`config.mk`:
```
export PLATFORM = sky130hd
export DESIGN_NAME = pptl_cell
export DESIGN_NICKNAME = d
export VERILOG_FILES = /design/src/sv/paired_peer_table_lru_unit_defines.svh /design/src/sv/pptl_pkg.sv /design/src/sv/pptl_cell.sv
export SDC_FILE = /design/constraint.sdc
export NUM_CORES = 1
export LEC_CHECK = 0
export BUFFER_PORTS_ARGS = -buffer_cell sky130_fd_sc_hd__clkbuf_2
export CAP_MARGIN = 20
export CORE_AREA = 8 8 223 225
export CTS_CLUSTER_DIAMETER = 60
export DETAILED_ROUTE_END_ITERATION = 8
export DIE_AREA = 0 0 231 233
export SETUP_SLACK_MARGIN = 0.1
export SLEW_MARGIN = 25
export SYNTH_ARGS = -nofsm -noshare
export SYNTH_HDL_FRONTEND = slang
export SYNTH_SLANG_ARGS = --single-unit
```
`constraint.sdc`:
```
create_clock -name clock -period 3.2 [get_ports clock]
set_clock_uncertainty 0.05 [all_clocks]
set_input_delay 0.32 -clock clock [delete_from_list [all_inputs] [get_ports clock]]
set_output_delay 0.32 -clock clock [all_outputs]
set_load 0.01 [all_outputs]
```
`src/sv/paired_peer_table_lru_unit_defines.svh`:
```
// Assertion macros shared by the paired peer table RTL.
`ifndef PAIRED_PEER_TABLE_LRU_UNIT_DEFINES_SVH
`define PAIRED_PEER_TABLE_LRU_UNIT_DEFINES_SVH

// Same-cycle implication, sampled on clock, off during reset.
`define PPTL_ASSERT_NOW(label, ante, cons, msg) \
   label: assert property (@(posedge clock) disable iff (reset) (ante) |-> (cons)) \
      else $error(msg);

// Next-cycle implication, sampled on clock, off during reset.
`define PPTL_ASSERT_NEXT(label, ante, cons, msg) \
   label: assert property (@(posedge clock) disable iff (reset) (ante) |=> (cons)) \
      else $error(msg);

`endif

```
`src/sv/pptl_pkg.sv`:
```
// Shared constants and types of the paired peer table.
`default_nettype none

package pptl_pkg;

   localparam int TABLE_DEPTH = 16;
   localparam int IDX_W       = $clog2(TABLE_DEPTH);
   localparam int CNT_W       = $clog2(TABLE_DEPTH + 1);

   localparam int OP_W   = 3;
   localparam int MAC_W  = 48;
   localparam int KEY_W  = 64;
   localparam int CHAN_W = 4;
   localparam int STAT_W = 2;

   localparam logic [OP_W-1:0] OP_ADD    = 3'd0;
   localparam logic [OP_W-1:0] OP_DELETE = 3'd1;
   localparam logic [OP_W-1:0] OP_FIND   = 3'd2;
   localparam logic [OP_W-1:0] OP_READ   = 3'd3;
   localparam logic [OP_W-1:0] OP_CLEAR  = 3'd4;

   localparam logic [STAT_W-1:0] STAT_DONE      = 2'd0;
   localparam logic [STAT_W-1:0] STAT_NOT_FOUND = 2'd1;
   localparam logic [STAT_W-1:0] STAT_RANGE     = 2'd2;

   typedef struct packed {
      logic [MAC_W-1:0]  mac;
      logic [KEY_W-1:0]  key_high;
      logic [KEY_W-1:0]  key_low;
      logic [CHAN_W-1:0] chan;
   } entry_type;

   typedef struct packed {
      logic shift;   // take the upper neighbor's entry
      logic load;    // take the appended entry
   } cell_ctl_type;

endpackage

`default_nettype wire

```
`src/sv/pptl_cell.sv`:
```
// One table slot: holds an entry, shifts from its neighbor, flags a MAC match.
`default_nettype none

module pptl_cell
   import pptl_pkg::*;
(
   input  wire logic              clock,
   input  wire cell_ctl_type      ctl,
   input  wire entry_type         next_entry,
   input  wire entry_type         load_entry,
   input  wire logic [MAC_W-1:0]  cmp_mac,
   output entry_type              entry_q,
   output logic                   match_q
);

   entry_type entry_ff;
   logic      match_ff;

   always_ff @(posedge clock) begin
      if (ctl.load) begin
         entry_ff <= load_entry;
      end else if (ctl.shift) begin
         entry_ff <= next_entry;
      end
      match_ff <= (entry_ff.mac == cmp_mac);
   end

   assign entry_q = entry_ff;
   assign match_q = match_ff;

endmodule

`default_nettype wire

```
Yosys cells after proc, flatten, opt, wreduce, memory -nomap -nowiden
Index checks and enable logic that the tools add are counted.
Storage, ports and cells
  register bits: 181
  logic and storage cells: 9
Operators by class
  eq/ne operators: 1
  muxes and demuxes: 2
  reduce and logical (&&, ||, !) cells: 1
Operator list (number)
  2-to-1 mux 180 bit: 2
  == test 48 bit: 1
  nonzero test 2 bit: 1

Longest topological paths before layout
  word-level depth: 2
  depth in mapped cells: 4
  mapped depth without buffers: 4

Worst setup path before layout
OpenSTA, ideal clock, no wires.
  kind: input-to-reg
  from: in ctl[0] (netlist name)
  to: reg entry_ff (netlist bit entry_q[0]) (enable)
  library setup time: 0.465 ns
  arrival time: 2.981 ns
  required time: 2.685 ns
  path slack: -0.296 ns
  stages: 4
  path through: buf_4 buf_6 buf_6 or2_2
On the way
  cells in the longest elaborated chain, start to end: 1
Ends and longest elaborated chain
  from (decl): RTL line pptl_cell.sv:8  | input wire cell_ctl_type ctl,
  nonzero test 2 bit (no source line)
  to (signal assigned): RTL line pptl_cell.sv:21  | entry_ff <= load_entry;
  to (signal assigned): RTL line pptl_cell.sv:23  | entry_ff <= next_entry;
  to (decl): RTL line pptl_cell.sv:16  | entry_type entry_ff;
Every way passes these cells.
A chain may end at the register's enable or synchronous reset.

Worst setup path after layout
  from: reg entry_ff (netlist bit entry_q[162])
  to: reg match_ff, in the netlist match_q
On the way
  cells in the longest elaborated chain, start to end: 1
Ends and longest elaborated chain
  == test 48 bit: RTL line pptl_cell.sv:25  | match_ff <= (entry_ff.mac == cmp_mac);
  to (signal assigned): RTL line pptl_cell.sv:25
  to (decl): RTL line pptl_cell.sv:17  | logic match_ff;
Every way passes these cells.

==> impl_metrics.env <==
export IMPL_met2RoutedLength_um=16200
export IMPL_critical_path_required_ns=3.54
export IMPL_power_density_nw_per_um2=505
export IMPL_m1WireLength_um=11400
export IMPL_cp_data_arrival_time_ns=2.01
export IMPL_max_capacitance_violation_count=0
export IMPL_cts_htree_levels=4
export IMPL_synthesis_area_um2=8480
export IMPL_syn_instance_count=446
export IMPL_syn_num_nets=857
export IMPL_first_pass_detailed_route_iteration_total=4
export IMPL_cp_end_kind="register"
export IMPL_maxSlewViolCount=0
export IMPL_cts_post_setup_buffers_inserted=0
export IMPL_max_freq_mhz=598
export IMPL_worstPathMaxFanout=2
export IMPL_layout_overhead_on_the_synthesized_area_pct=50.2
export IMPL_run_status="completed"
export IMPL_worst_ir_drop_vdd_mv=0.296
export IMPL_worst_r2r_cell_count=4
export IMPL_finalCoreUtilization_pct=27.7
export IMPL_post_route_min_period_ns=1.67
export IMPL_endpoint="match_q$_DFF_P_"
export IMPL_globalRouteOverflowTotal=0
export IMPL_comb_power_share_pct=17.8
export IMPL_first_global_vias=7294
export IMPL_ys_seq_area_share_pct=64.0
export IMPL_remaining_drc_errors=0
export IMPL_number_of_clock_sinks=181
export IMPL_crit_reg2reg_capture="match_q$_DFF_P_"
export IMPL_fraction_of_synthesized_cell_area_taken_by_the_top_area_cell_type_pct=63.7
export IMPL_power_switching_share_pct=25.2
export IMPL_netSwitchingPower_mw=1.62
export IMPL_pin_count=592
export IMPL_r2r_setup_slack_ns=1.53
export IMPL_post_synth_top_area_cell="edfxtp_1"
export IMPL_gpl_final_weighted_congestion=0.838
export IMPL_share_clk_of_total_power_pct=34.9
export IMPL_rows=79
export IMPL_slew_headroom_pct=57.2
export IMPL_fp_dieW_um=231
export IMPL_post_synth_cell_area_avg_um2=19.0
export IMPL_critical_path_startpoint="entry_q[162]$_DFFE_PP_"
export IMPL_grt_total_usage_pct=11.5
export IMPL_global_route_wire_length_before_repair_um=45300
export IMPL_ys_warn_count=0
export IMPL_synth_cell_type_count=12
export IMPL_detail_route_iter0_violations=232
export IMPL_pin_count_of_the_biggest_net_entering_global_routing=79
export IMPL_drive_gt1_share_pct=76.6
export IMPL_routed_wl_um=31600
export IMPL_initial_antenna_violation_count=0
export IMPL_path_class="register to register"
export IMPL_setup_tns_final_ns=0
export IMPL_final_setup_violation_count=0
export IMPL_numCtsBuffers=17
export IMPL_tritoncts="done"
export IMPL_placement_io_buffers=591
export IMPL_postRouteAntennaNets=0
export IMPL_vias_per_cell=3.69
export IMPL_final_nets=1452
export IMPL_cp_start_kind="register"
export IMPL_cts_resized=0
export IMPL_yosys_register_bits=181
export IMPL_post_drt_wl_per_cell_um=19.0
export IMPL_hold_viol_final=0
export IMPL_crit_reg2reg_launch="entry_q[162]$_DFFE_PP_"
export IMPL_fp_dieArea_um2=53800
export IMPL_clock_tree_root_cell="clkbuf_16"
export IMPL_floorplan_core_area_um2=46100
export IMPL_met3WireLength_um=3330
export IMPL_place_detailed_hpwl_um=26500
export IMPL_rsz_0062_raised_after_global_routing="false"
export IMPL_static_leakage_power_nw=5.95
export IMPL_clk_insertion_delay_late_ns=0.47
export IMPL_worst_slew_pin_transition_ns=0.642
export IMPL_fp_dieH_um=233
export IMPL_internal_power_mw=4.81
export IMPL_holdBufCountCts=0
export IMPL_pwr_share_seq_pct=47.3
export IMPL_synth_area_leaders="edfxtp_1 (64%), mux2_4 (16%), mux2_2 (12%)"
export IMPL_layout_worst_path_cycle_share_pct=52.2
export IMPL_number_of_inserted_diodes=0
export IMPL_floorplan_initialDensity_pct=18.4
export IMPL_via_count=6130
export IMPL_worst_hold_path_type="primary input to register"
export IMPL_clock_tree_buffer_depth=2
export IMPL_highest_signal_layer="met4"
export IMPL_cts_clk_slew_worst_paths_ns=0.07
Yosys cell counts:
| library cell | n |
|---|---|
| nor4_1 | 12 |
| mux2_4 | 89 |
| dfxtp_1 | 1 |
| xor2_1 | 48 |
| edfxtp_1 | 180 |
| nor3_2 | 1 |
| or2_2 | 1 |
| buf_4 | 1 |
| mux2_2 | 91 |
| nand4_1 | 3 |
| buf_2 | 9 |
| buf_6 | 10 |
registers in the layout (all words and copies together), names as in the netlist:
signal / cells
entry_q: 180
match_q: 1
cell usage in the layout (no fill, tap or decap), types with 2 or more instances in the layout:
master and instances:
mux2_2 91, clkinv_2 4, mux2_4 89, buf_12 4, inv_6 3, nand4_1 3, nor4_1 12, edfxtp_1 180
bufinv_16 4, clkbuf_16 17, clkbuf_2 590, clkinv_1 2, xor2_1 48
per-stage QoR:
| step | area (um2) | total power [mW] | setup slack, ns | std cells | hold WS [ns] |
|---|---|---|---|---|---|
| after floorplan | 8480 | 3.59 | 0.611 | 446 | 0.487 |
| after global placement | 12100 | 4.26 | 1.33 | 1629 | 0.572 |
| after detailed placement | 12100 | 4.28 | 1.32 | 1629 | 0.574 |
| after CTS | 12700 | 6.56 | 1.42 | 1660 | 0.0493 |
| after global routing | 12700 | 6.73 | 1.43 | 1660 | 0.0609 |
| final | 12700 | 6.43 | 1.53 | 1660 | 0.0985 |
power by group through the flow:
stage	sequential (mW)	clock, mW	combinational, mW
floorplan	3.20	0	0.392
global placement	3.09	0	1.17
detailed placement	3.10	0	1.18
CTS	3.05	2.33	1.18
global route	3.07	2.41	1.25
finish	3.04	2.24	1.15
cell families (layout without fill, tap and decap cells):
group / Yosys count / count (layout) / synth area share [%]
flops: 181 / 181 / 64.0
xor+xnor: 48 / 48 / 4.96
simple gates: 17 / 17 / 1.30
mux: 180 / 180 / 27.8
buf+inv: 20 / 627 / 1.95
metal layers:
| layer | GRT usage, % | vias up |
|---|---|---|
| li1 | - | 2918 |
| met1 | 11.8 | 2847 |
| met2 | 19.9 | 333 |
| met3 | 5.47 | 32 |
| met4 | 4.59 | 0 |
| met5 | 0 | - |
layout make-up:
type	instances	area, um2
Clock inverter	14	183
Sequential cell	181	5430
Fill cell	4763	33300
Multi-Input combinational cell	245	2890
Tap cell	607	759
Timing Repair Buffer	596	3060
Clock buffer	17	425
worst min-delay path by stage:
| stage | start | to | slack [ns] | depth (start not counted) |
|---|---|---|---|---|
| finish | next_entry[123] | entry_q[123]$_DFFE_PP_ | 0.1 | 2 |
| global route | load_entry[123] | entry_q[123]$_DFFE_PP_ | 0.06 | 2 |
| CTS | load_entry[106] | entry_q[106]$_DFFE_PP_ | 0.05 | 2 |
| detailed placement | load_entry[106] | entry_q[106]$_DFFE_PP_ | 0.57 | 2 |
| global placement | load_entry[110] | entry_q[110]$_DFFE_PP_ | 0.57 | 2 |
| floorplan | load_entry[100] | entry_q[100]$_DFFE_PP_ | 0.49 | 1 |
critical path, stage by stage (launching register included):
cell and delay [ns]:
edfxtp_1 0.40, xor2_1 0.20, nor4_1 0.50, nand4_1 0.26, nor3_2 0.18
(Power assumes the default switching activity.)
